===== src/rtl/core/cafb_pkg.sv =====
// ----------------------------------------------------------------------------
// cafb_pkg
// Shared types, codes and constants of the CAN acceptance filter bank.
// ----------------------------------------------------------------------------
package cafb_pkg;

  // Field widths
  localparam int WORD_W = 32;
  localparam int BANK_W = 5;
  localparam int KIND_W = 2;
  // Scan counter width: holds any bank number and the bank count itself
  localparam int SCAN_W = BANK_W + 1;

  // Defaults
  localparam int                NUM_BANKS_DEF    = 28;
  localparam logic [BANK_W-1:0] SECOND_START_RST = 5'd28;

  // Received identifier word with bit 0 cleared
  localparam logic [WORD_W-1:0] ID_CLEAR_MASK = ~32'h0000_0001;

  // Item modes
  localparam logic MODE_WRITE = 1'b0;
  localparam logic MODE_CHECK = 1'b1;

  // Controller selects
  localparam logic CTRL_FIRST  = 1'b0;
  localparam logic CTRL_SECOND = 1'b1;

  // Filter kinds; any other code is unsupported
  localparam logic [KIND_W-1:0] KIND_MASK32 = 2'd0;
  localparam logic [KIND_W-1:0] KIND_LIST32 = 2'd1;

  typedef enum logic [1:0] {
    VERDICT_ACCEPT = 2'd0,
    VERDICT_REJECT = 2'd1,
    VERDICT_HALT   = 2'd2
  } verdict_t;

  typedef enum logic [1:0] {
    ST_IDLE,
    ST_SCAN,
    ST_DONE
  } state_t;

  // Controller to datapath
  typedef struct packed {
    logic wr_en;     // store the input word into its bank
    logic start;     // latch identifier and scan range
    logic scan_en;   // advance the scan pipeline
    logic capture;   // latch the scan result
    logic load_out;  // move the result into the output register
  } dp_cmd_t;

  // Datapath to controller
  typedef struct packed {
    logic hit;       // evaluated bank accepted or halted
    logic scan_end;  // range exhausted without a hit
  } dp_status_t;

endpackage


===== src/rtl/core/cafb_in_if.sv =====
// ----------------------------------------------------------------------------
// cafb_in_if
// Input channel: bank write or identifier check words.
// ----------------------------------------------------------------------------
interface cafb_in_if;
  logic        valid;
  logic        ready;
  logic        mode;
  logic [4:0]  bank_index;
  logic        filter_enable;
  logic [1:0]  filter_kind;
  logic [31:0] first_word;
  logic [31:0] second_word;
  logic [31:0] frame_id_word;
  logic        controller_select;

  modport source (
    output valid, mode, bank_index, filter_enable, filter_kind, first_word,
           second_word, frame_id_word, controller_select,
    input  ready
  );
  modport sink (
    input  valid, mode, bank_index, filter_enable, filter_kind, first_word,
           second_word, frame_id_word, controller_select,
    output ready
  );
endinterface


===== src/rtl/core/cafb_out_if.sv =====
// ----------------------------------------------------------------------------
// cafb_out_if
// Result channel: verdict and bank of one identifier check.
// ----------------------------------------------------------------------------
interface cafb_out_if;
  logic       valid;
  logic       ready;
  logic [1:0] verdict;
  logic [4:0] hit_bank;

  modport source (
    output valid, verdict, hit_bank,
    input  ready
  );
  modport sink (
    input  valid, verdict, hit_bank,
    output ready
  );
endinterface


===== src/rtl/core/cafb_cfg_if.sv =====
// ----------------------------------------------------------------------------
// cafb_cfg_if
// Configuration write channel: start bank of the second controller.
// ----------------------------------------------------------------------------
interface cafb_cfg_if;
  logic       valid;
  logic       ready;
  logic [4:0] second_start_bank;

  modport source (
    output valid, second_start_bank,
    input  ready
  );
  modport sink (
    input  valid, second_start_bank,
    output ready
  );
endinterface


===== src/rtl/core/cafb_ctrl.sv =====
// ----------------------------------------------------------------------------
// cafb_ctrl
// Sequencer of the filter bank: takes words, runs the bank scan and hands
// the result to the output register.
// ----------------------------------------------------------------------------
module cafb_ctrl (
  input  logic                  clk,
  input  logic                  rst_n,
  input  logic                  in_valid,
  input  logic                  in_mode,
  output logic                  in_ready,
  input  logic                  out_ready,
  output logic                  out_valid,
  input  cafb_pkg::dp_status_t  status,
  output cafb_pkg::dp_cmd_t     cmd
);
  import cafb_pkg::*;

  state_t state_r, state_nxt;
  logic   out_valid_r, out_valid_nxt;

  // State and output valid registers
  always_ff @(posedge clk) begin
    if (!rst_n) begin
      state_r     <= ST_IDLE;
      out_valid_r <= 1'b0;
    end else begin
      state_r     <= state_nxt;
      out_valid_r <= out_valid_nxt;
    end
  end

  // Next state and commands
  always_comb begin
    state_nxt     = state_r;
    cmd           = '0;
    in_ready      = 1'b0;
    out_valid_nxt = out_valid_r && !out_ready;
    unique case (state_r)
      ST_IDLE: begin
        in_ready = 1'b1;
        if (in_valid) begin
          if (in_mode == MODE_WRITE) begin
            cmd.wr_en = 1'b1;
          end else begin
            cmd.start = 1'b1;
            state_nxt = ST_SCAN;
          end
        end
      end
      ST_SCAN: begin
        cmd.scan_en = 1'b1;
        if (status.hit || status.scan_end) begin
          cmd.capture = 1'b1;
          state_nxt   = ST_DONE;
        end
      end
      ST_DONE: begin
        // Hold the result until the output register is free
        if (!out_valid_r || out_ready) begin
          cmd.load_out  = 1'b1;
          out_valid_nxt = 1'b1;
          state_nxt     = ST_IDLE;
        end
      end
      default: state_nxt = ST_IDLE;
    endcase
  end

  assign out_valid = out_valid_r;

endmodule


===== src/rtl/core/cafb_datapath.sv =====
// ----------------------------------------------------------------------------
// cafb_datapath
// Filter storage, start bank register, scan counter and match logic.
// ----------------------------------------------------------------------------
module cafb_datapath #(
  parameter int NUM_BANKS = cafb_pkg::NUM_BANKS_DEF
) (
  input  logic                        clk,
  input  logic                        rst_n,
  input  cafb_pkg::dp_cmd_t           cmd,
  output cafb_pkg::dp_status_t        status,
  // Configuration
  input  logic                        cfg_we,
  input  logic [cafb_pkg::BANK_W-1:0] cfg_second_start,
  // Input word payload
  input  logic [cafb_pkg::BANK_W-1:0] bank_index,
  input  logic                        filter_enable,
  input  logic [cafb_pkg::KIND_W-1:0] filter_kind,
  input  logic [cafb_pkg::WORD_W-1:0] first_word,
  input  logic [cafb_pkg::WORD_W-1:0] second_word,
  input  logic [cafb_pkg::WORD_W-1:0] frame_id_word,
  input  logic                        controller_select,
  // Output payload
  output logic [1:0]                  out_verdict,
  output logic [cafb_pkg::BANK_W-1:0] out_hit_bank
);
  import cafb_pkg::*;

  localparam int                IDX_W   = (NUM_BANKS > 1) ? $clog2(NUM_BANKS) : 1;
  localparam logic [SCAN_W-1:0] BANKS_C = SCAN_W'(NUM_BANKS);

  // Start bank register
  logic [BANK_W-1:0] second_start_r;

  // Per-bank control flops and word memory
  logic                active_r [NUM_BANKS];
  logic [KIND_W-1:0]   kind_r   [NUM_BANKS];
  logic [2*WORD_W-1:0] word_mem [NUM_BANKS];
  logic [2*WORD_W-1:0] rd_words_r;

  // Scan state
  logic [SCAN_W-1:0] cur_r, hi_r, pbank_r;
  logic              pend_r;
  logic [WORD_W-1:0] id_r;

  // Result and output registers
  verdict_t          res_verdict_r, out_verdict_r;
  logic [BANK_W-1:0] res_bank_r, out_bank_r;

  logic [SCAN_W-1:0] ss_ext, hi_first, lo_start, hi_start;
  logic              wr_hit, issue;
  logic [IDX_W-1:0]  wr_idx, rd_idx, p_idx;
  logic [WORD_W-1:0] w0, w1;
  logic [KIND_W-1:0] p_kind;
  logic              p_unsup, p_match;

  // Write decode
  assign wr_hit = cmd.wr_en && ({1'b0, bank_index} < BANKS_C);
  assign wr_idx = bank_index[IDX_W-1:0];

  // Scan range of the selected controller
  assign ss_ext   = {1'b0, second_start_r};
  assign hi_first = (ss_ext < BANKS_C) ? ss_ext : BANKS_C;
  assign lo_start = (controller_select == CTRL_SECOND) ? ss_ext : '0;
  assign hi_start = (controller_select == CTRL_SECOND) ? BANKS_C : hi_first;

  // Read one bank per cycle while the range lasts
  assign issue  = cmd.scan_en && (cur_r < hi_r);
  assign rd_idx = cur_r[IDX_W-1:0];

  // Evaluate the bank read in the previous cycle
  assign p_idx   = pbank_r[IDX_W-1:0];
  assign p_kind  = kind_r[p_idx];
  assign w0      = rd_words_r[WORD_W-1:0];
  assign w1      = rd_words_r[2*WORD_W-1:WORD_W];
  assign p_unsup = (p_kind != KIND_MASK32) && (p_kind != KIND_LIST32);
  assign p_match = (p_kind == KIND_LIST32) ? ((w0 == id_r) || (w1 == id_r))
                                           : (((w0 ^ id_r) & w1) == '0);

  assign status.hit      = pend_r && active_r[p_idx] && (p_unsup || p_match);
  assign status.scan_end = !pend_r && !(cur_r < hi_r);

  // Configuration register
  always_ff @(posedge clk) begin
    if (!rst_n) begin
      second_start_r <= SECOND_START_RST;
    end else if (cfg_we) begin
      second_start_r <= cfg_second_start;
    end
  end

  // Bank enable and kind flops
  always_ff @(posedge clk) begin
    if (!rst_n) begin
      for (int i = 0; i < NUM_BANKS; i++) begin
        active_r[i] <= 1'b0;
        kind_r[i]   <= KIND_MASK32;
      end
    end else if (wr_hit) begin
      active_r[wr_idx] <= filter_enable;
      kind_r[wr_idx]   <= filter_kind;
    end
  end

  // Word memory: one write port, one registered read port
  always_ff @(posedge clk) begin
    if (wr_hit) begin
      word_mem[wr_idx] <= {second_word, first_word};
    end
    if (issue) begin
      rd_words_r <= word_mem[rd_idx];
    end
  end

  // Scan control
  always_ff @(posedge clk) begin
    if (!rst_n) begin
      pend_r  <= 1'b0;
      cur_r   <= '0;
      hi_r    <= '0;
      pbank_r <= '0;
    end else if (cmd.start) begin
      pend_r <= 1'b0;
      cur_r  <= lo_start;
      hi_r   <= hi_start;
    end else if (cmd.scan_en) begin
      pend_r <= issue;
      if (issue) begin
        pbank_r <= cur_r;
        cur_r   <= cur_r + SCAN_W'(1);
      end
    end
  end

  // Identifier with bit 0 cleared
  always_ff @(posedge clk) begin
    if (cmd.start) begin
      id_r <= frame_id_word & ID_CLEAR_MASK;
    end
  end

  // Result capture and output register
  always_ff @(posedge clk) begin
    if (cmd.capture) begin
      if (status.hit) begin
        res_verdict_r <= p_unsup ? VERDICT_HALT : VERDICT_ACCEPT;
        res_bank_r    <= pbank_r[BANK_W-1:0];
      end else begin
        res_verdict_r <= VERDICT_REJECT;
        res_bank_r    <= '0;
      end
    end
    if (cmd.load_out) begin
      out_verdict_r <= res_verdict_r;
      out_bank_r    <= res_bank_r;
    end
  end

  assign out_verdict  = out_verdict_r;
  assign out_hit_bank = out_bank_r;

endmodule


===== src/rtl/core/can_acceptance_filter_bank.sv =====
// ----------------------------------------------------------------------------
// can_acceptance_filter_bank
// Bank of 32-bit mask and list CAN identifier filters, scanned one bank per
// cycle in ascending order for the selected controller's range.
//
//   Channel  Dir  Word contents
//   in_ch    in   write: bank_index, enable, kind, two words / check: id, ctrl
//   out_ch   out  verdict, hit_bank (one word per check, none per write)
//   cfg_ch   in   second_start_bank (always ready)
//
// A write word is stored in its bank when taken. A check word scans the banks up to
// the hit or the end of the range, with one read of the filter word memory per bank;
// the input stays closed until its result is handed to the output register.
// Reset clears all bank enables and kinds and sets the start bank to 28.
// A finished result waits in the output register; a later check stalls in
// its last step only while that register is still full.
// ----------------------------------------------------------------------------
module can_acceptance_filter_bank #(
  parameter int NUM_BANKS = cafb_pkg::NUM_BANKS_DEF
) (
  input logic         clk,
  input logic         rst_n,
  cafb_in_if.sink     in_ch,
  cafb_out_if.source  out_ch,
  cafb_cfg_if.sink    cfg_ch
);
  import cafb_pkg::*;

  dp_cmd_t    cmd;
  dp_status_t status;
  logic       cfg_we;

  // Configuration is always taken
  assign cfg_ch.ready = 1'b1;
  assign cfg_we       = cfg_ch.valid && cfg_ch.ready;

  cafb_ctrl u_ctrl (
    .clk       (clk),
    .rst_n     (rst_n),
    .in_valid  (in_ch.valid),
    .in_mode   (in_ch.mode),
    .in_ready  (in_ch.ready),
    .out_ready (out_ch.ready),
    .out_valid (out_ch.valid),
    .status    (status),
    .cmd       (cmd)
  );

  cafb_datapath #(
    .NUM_BANKS (NUM_BANKS)
  ) u_datapath (
    .clk               (clk),
    .rst_n             (rst_n),
    .cmd               (cmd),
    .status            (status),
    .cfg_we            (cfg_we),
    .cfg_second_start  (cfg_ch.second_start_bank),
    .bank_index        (in_ch.bank_index),
    .filter_enable     (in_ch.filter_enable),
    .filter_kind       (in_ch.filter_kind),
    .first_word        (in_ch.first_word),
    .second_word       (in_ch.second_word),
    .frame_id_word     (in_ch.frame_id_word),
    .controller_select (in_ch.controller_select),
    .out_verdict       (out_ch.verdict),
    .out_hit_bank      (out_ch.hit_bank)
  );

  // A check word keeps the input closed for the next cycle
  a_check_busy: assert property (@(posedge clk) disable iff (!rst_n)
    (in_ch.valid && in_ch.ready && (in_ch.mode == MODE_CHECK)) |=> !in_ch.ready)
    else $error("input taken right after a check word");

  // A rejected frame reports bank 0
  a_reject_bank: assert property (@(posedge clk) disable iff (!rst_n)
    (out_ch.valid && (out_ch.verdict == VERDICT_REJECT)) |-> (out_ch.hit_bank == '0))
    else $error("rejected frame with nonzero bank");

  // An accepting or halting bank lies inside the bank array
  a_hit_range: assert property (@(posedge clk) disable iff (!rst_n)
    (out_ch.valid && (out_ch.verdict != VERDICT_REJECT))
      |-> ({1'b0, out_ch.hit_bank} < SCAN_W'(NUM_BANKS)))
    else $error("hit bank beyond bank count");

  // After a scan completes, the sequencer has left the scan and keeps the input closed
  a_capture_scan: assert property (@(posedge clk) disable iff (!rst_n)
    cmd.capture |=> !in_ch.ready && !cmd.scan_en)
    else $error("sequencer left scan without holding the result");

endmodule


===== src/flat_wrapper.sv =====
// flat-port wrapper written by rule: the top's interface ports become plain ports
module can_acceptance_filter_bank_flat import cafb_pkg::*;
#(
  parameter int NUM_BANKS = cafb_pkg::NUM_BANKS_DEF
)
  (clk, rst_n, in_ch_valid, in_ch_mode, in_ch_bank_index, in_ch_filter_enable, in_ch_filter_kind, in_ch_first_word, in_ch_second_word, in_ch_frame_id_word, in_ch_controller_select, in_ch_ready, out_ch_valid, out_ch_verdict, out_ch_hit_bank, out_ch_ready, cfg_ch_valid, cfg_ch_second_start_bank, cfg_ch_ready);
  cafb_in_if in_ch_i ();
  cafb_out_if out_ch_i ();
  cafb_cfg_if cfg_ch_i ();
  input logic clk;
  input logic rst_n;
  input wire logic [$bits(in_ch_i.valid)-1:0] in_ch_valid;
  input wire logic [$bits(in_ch_i.mode)-1:0] in_ch_mode;
  input wire logic [$bits(in_ch_i.bank_index)-1:0] in_ch_bank_index;
  input wire logic [$bits(in_ch_i.filter_enable)-1:0] in_ch_filter_enable;
  input wire logic [$bits(in_ch_i.filter_kind)-1:0] in_ch_filter_kind;
  input wire logic [$bits(in_ch_i.first_word)-1:0] in_ch_first_word;
  input wire logic [$bits(in_ch_i.second_word)-1:0] in_ch_second_word;
  input wire logic [$bits(in_ch_i.frame_id_word)-1:0] in_ch_frame_id_word;
  input wire logic [$bits(in_ch_i.controller_select)-1:0] in_ch_controller_select;
  output wire logic [$bits(in_ch_i.ready)-1:0] in_ch_ready;
  output wire logic [$bits(out_ch_i.valid)-1:0] out_ch_valid;
  output wire logic [$bits(out_ch_i.verdict)-1:0] out_ch_verdict;
  output wire logic [$bits(out_ch_i.hit_bank)-1:0] out_ch_hit_bank;
  input wire logic [$bits(out_ch_i.ready)-1:0] out_ch_ready;
  input wire logic [$bits(cfg_ch_i.valid)-1:0] cfg_ch_valid;
  input wire logic [$bits(cfg_ch_i.second_start_bank)-1:0] cfg_ch_second_start_bank;
  output wire logic [$bits(cfg_ch_i.ready)-1:0] cfg_ch_ready;
  assign in_ch_i.valid = in_ch_valid;
  assign in_ch_i.mode = in_ch_mode;
  assign in_ch_i.bank_index = in_ch_bank_index;
  assign in_ch_i.filter_enable = in_ch_filter_enable;
  assign in_ch_i.filter_kind = in_ch_filter_kind;
  assign in_ch_i.first_word = in_ch_first_word;
  assign in_ch_i.second_word = in_ch_second_word;
  assign in_ch_i.frame_id_word = in_ch_frame_id_word;
  assign in_ch_i.controller_select = in_ch_controller_select;
  assign in_ch_ready = in_ch_i.ready;
  assign out_ch_valid = out_ch_i.valid;
  assign out_ch_verdict = out_ch_i.verdict;
  assign out_ch_hit_bank = out_ch_i.hit_bank;
  assign out_ch_i.ready = out_ch_ready;
  assign cfg_ch_i.valid = cfg_ch_valid;
  assign cfg_ch_i.second_start_bank = cfg_ch_second_start_bank;
  assign cfg_ch_ready = cfg_ch_i.ready;
  can_acceptance_filter_bank #(.NUM_BANKS(NUM_BANKS)) u_core (.clk(clk), .rst_n(rst_n), .in_ch(in_ch_i), .out_ch(out_ch_i), .cfg_ch(cfg_ch_i));
endmodule

===== config.mk =====
export PLATFORM = sky130hd
export DESIGN_NAME = can_acceptance_filter_bank_flat
export DESIGN_NICKNAME = d
export VERILOG_FILES = /design/src/rtl/core/cafb_pkg.sv /design/src/rtl/core/cafb_in_if.sv /design/src/rtl/core/cafb_out_if.sv /design/src/rtl/core/cafb_cfg_if.sv /design/src/rtl/core/cafb_ctrl.sv /design/src/rtl/core/cafb_datapath.sv /design/src/rtl/core/can_acceptance_filter_bank.sv /design/src/flat_wrapper.sv
export SDC_FILE = /design/constraint.sdc
export NUM_CORES = 2
export LEC_CHECK = 0
export BUFFER_PORTS_ARGS = -buffer_cell sky130_fd_sc_hd__buf_2
export CORE_AREA = 2 2 347 349
export CTS_CLUSTER_DIAMETER = 30
export DETAILED_ROUTE_END_ITERATION = 6
export DIE_AREA = 0 0 349 351
export GPL_TIMING_DRIVEN = 0
export PLACE_DENSITY_LB_ADDON = 0.08
export SETUP_SLACK_MARGIN = 0.2
export SYNTH_ARGS = -nofsm -noshare
export SYNTH_HDL_FRONTEND = slang
export SYNTH_SLANG_ARGS = --single-unit

===== constraint.sdc =====
create_clock -name clk -period 11.2 [get_ports clk]
set_input_delay 1.68 -clock clk [delete_from_list [all_inputs] [get_ports clk]]
set_output_delay 1.68 -clock clk [all_outputs]
set_load 0.005 [all_outputs]

==> impl_results.md <==
* Share of layout cells above drive strength 1 at 0.323
* Root buffer cell: clkbuf_16
* R2r setup slk at 5380 ps
* DP Wirelength at 117000 um
* CTS sink count at 2027
* CP Capture Type: flip-flop
* Syn Inst Count at 3495
* Num CTS Buffers at approximately 370
* Met2 WL at around 100000 um
* Hold depth at 0
* Total grt overflow at 0
* Row Count at about 130
* Setup_tns at 0 ps
* Synth cell types at 51
* Longest Clk Path Bufs at 4
* F_max at roughly 170 MHz
* DRC at 0
* Mean post-synth cell area at 22.3 sq um
* Reg-to-reg endpoint: u_core.u_datapath.rd_words_r[49]$_DFFE_PP_
* Number of synthesized flops with an enable pin at 1969
* Cell Pwr Density at around 220 mW/mm^2
* WL final at approximately 210000 um
* Initial antenna violation count at 7
* Tot Pwr at between 20 and 25 mW
* Mapped cell area at 0.0778 sq mm
* Drt wl/cell at 36.0 um
* Reg2Reg Depth at 8
* R2R Path Start: u_core.u_datapath.cur_r[1]$_SDFFE_PN0P_
* Largest net degree at the start of global routing at 65
* Period utilisation layout at 0.520
* RD Place Congestion at 0.876
* Synthesized flop and latch total at 2027
* Final hold vios at 0
* Post-cts sizing count at 0
* Clock slew at reported path FFs at roughly 50 ps
* Outcome: completed
* Critical Path AT at between 6000 and 7000 ps
* Worst min-delay path endpoint: u_core.u_datapath.out_hit_bank[0]$_DFFE_PP_
* ANT nets after route at 0
* CP Class: reg -> reg
* RSZ-0062 raised after global routing: false
* Synthesis-to-finish area growth at 20.4%
* Number of port buffers at about 120
* First-pass GRT wire length at 299000 um
* Number of global-route vias before repair at 42127
* WL met1 at ~76000 um
* Iteration count of the initial detailed-routing pass at 6
* Worst Max-Slew Pin Slew at 1490 ps
* H-tree level count at 5
* Cts hold-fix bufs at 0
* Sequential area share after synthesis at 0.775
* Pins Over Slew Limit at 0
* Synth warn at 0
* DIE HEIGHT at 351 um
* VDD IR max at 0.178 mV
* Initial core utilization at 0.653
* Period minus WS final at 5820 ps
* Die width at 349 um
* Core area at between 0.1 and 0.15 sq mm
* Top_reg_cell synth: edfxtp_1
* Die area at 0.122 sq mm
* Clk Latency, worst-skew pair at 940 ps
* Ys async rst share at 0
* Hold_sp: u_core.u_datapath.res_bank_r[0]$_SDFFCE_PN0P_
* Post-DP Area at 0.0813 sq mm
* CTS tree: built
* Leakage at ~30 nW
* Worst setup SP type: flip-flop
* GR Util All Layers at 0.352
* IO Pins at 126
* Post-CTS Setup Inserts at 0
* Final setup violation count at 0
* Setup Skew at 58.2 ps
* Slew HR at 0.00917
* Vias per cell at 6.94
* DR top layer: met5
* Routed vias at 40709
* Length of routed met3 wiring at 23300 um
* Final Cell Area at roughly 0.094 sq mm
* Hold Crit Class: reg -> reg
* 1st-iter DRT viols at 5601
* Nets@finish at about 4200
* Worst Path Max Fanout at 10
* Max-cap check violation count at 0
* Critical Path RT at 11830 ps
[cell families (layout without fill, tap and decap cells)]
kind of cell,count (synthesis),after routing,synth area share
other,2,15,0.0000966
and+or+nand+nor,330,330,0.0180
buffers and inverters,218,1028,0.0109
DFF,2027,2027,0.775
adders and majority gates,5,5,0.000804
xor gates and xnor gates,65,65,0.00732
muxes,694,694,0.176
AOI/OAI and AO/OA,154,154,0.0116
[cells in the final DEF, fill, tap and decap left out, types with 16 or more instances in the layout]
master / n
clkinv_4: 42
inv_4: 26
mux2_2: 67
clkbuf_1: 116
dfxtp_1: 58
bufinv_16: 43
inv_6: 32
clkinv_2: 39
clkinv_1: 40
buf_1: 70
buf_2: 130
xor2_1: 64
clkbuf_16: 373
o21ai_1: 65
clkinvlp_4: 42
mux2i_1: 95
nor2_1: 101
nor3_1: 17
a21oi_1: 36
buf_16: 27
nand2_1: 156
nor4_1: 16
edfxtp_1: 1969
mux4_2: 532
[state kept, by name, indices dropped and copies added, names as in the netlist, named ones only]
name                              flops
u_core.u_datapath.pend_r              1
u_core.u_datapath.word_mem         1792
u_core.u_datapath.pbank_r             5
u_core.u_datapath.res_verdict_r       2
u_core.u_datapath.active_r           32
u_core.u_ctrl.out_valid               1
u_core.u_datapath.cur_r               6
u_core.u_ctrl.state_r                 2
u_core.u_datapath.out_hit_bank        5
u_core.u_datapath.kind_r             64
u_core.u_datapath.res_bank_r          5
u_core.u_datapath.rd_words_r         64
u_core.u_datapath.id_r               31
u_core.u_datapath.second_start_r      5
u_core.u_datapath.out_verdict         2
u_core.u_datapath.hi_r                5
[per-stage QoR]
stage,hold slack [ps],setup slack (ps),std cells,util
final,423,5380,5866,0.787
after global routing,432,5410,5864,0.787
after CTS,424,5530,5862,0.786
after detailed placement,405,5480,5207,0.683
after global placement,404,1130,5173,0.675
after floorplan,400,5660,3506,-
[layer usage]
| metal | GRT usage | vias up |
|---|---|---|
| met5 | 0 | - |
| met4 | 0.133 | 6 |
| met3 | 0.0873 | 501 |
| met2 | 0.564 | 3090 |
| met1 | 0.478 | 21316 |
| li1 | - | 15796 |
[cell usage after synthesis, types with 7 or more instances]
master	number	area (sq um)
nand2_1	156	586
xor2_1	64	561
mux2i_1	95	951
a22oi_1	14	105
mux4_2	532	12000
buf_2	11	55.1
o21ai_1	65	325
dfxtp_1	58	1160
nor3_1	17	85.1
buf_1	70	263
nand4_1	8	50.1
mux2_2	67	754
o21ai_0	7	35.0
clkbuf_1	94	353
nor4_1	16	100
nor2_1	104	390
edfxtp_1	1969	59100
a211oi_1	8	60.1
a21oi_1	36	180
inv_1	39	146
[critical path, stage by stage, from the launching register on]
cell      delay (ps)
dfxtp_1          360
clkbuf_1        1100
clkbuf_1        1050
clkbuf_1        1060
buf_1            790
mux4_2           420
mux2i_1          240
o21ai_1          120
mux2_2           380
[worst max path at each step]
stage	from	cells past startpoint	slack, ps	to
3_3_place_gp	in_ch_mode	5	1130	u_core.u_datapath.word_mem[0][34]$_DFFE_PP_
4_1_cts	u_core.u_datapath.cur_r[1]$_SDFFE_PN0P_	8	5530	u_core.u_datapath.rd_words_r[50]$_DFFE_PP_
3_5_place_dp	u_core.u_datapath.cur_r[1]$_SDFFE_PN0P_	8	5480	u_core.u_datapath.rd_words_r[50]$_DFFE_PP_
2_1_floorplan	in_ch_bank_index[3]	4	5660	u_core.u_datapath.word_mem[12][0]$_DFFE_PP_
6_report	u_core.u_datapath.cur_r[1]$_SDFFE_PN0P_	8	5380	u_core.u_datapath.rd_words_r[49]$_DFFE_PP_
5_1_grt	u_core.u_datapath.cur_r[1]$_SDFFE_PN0P_	8	5410	u_core.u_datapath.rd_words_r[50]$_DFFE_PP_
[where the power goes]
group | internal [mW] | total, mW | switching (mW)
combinational | 0.620 | 1.50 | 0.885
sequential | 8.43 | 8.48 | 0.0485
clock | 7.14 | 11.0 | 3.86
total | 16.2 | 21.0 | 4.80
[cell type report]
cell class / count / area (sq um)
Timing Repair Buffer: 155 / 1510
Antenna cell: 2 / 5.00
Sequential cell: 2027 / 60300
Fill cell: 5681 / 25400
Inverter: 40 / 215
Multi-Input combinational cell: 1261 / 16700
Clock buffer: 399 / 9460
Buffer: 178 / 702
Tap cell: 1548 / 1940
Clock inverter: 256 / 2830
(Power assumes the default switching activity.)
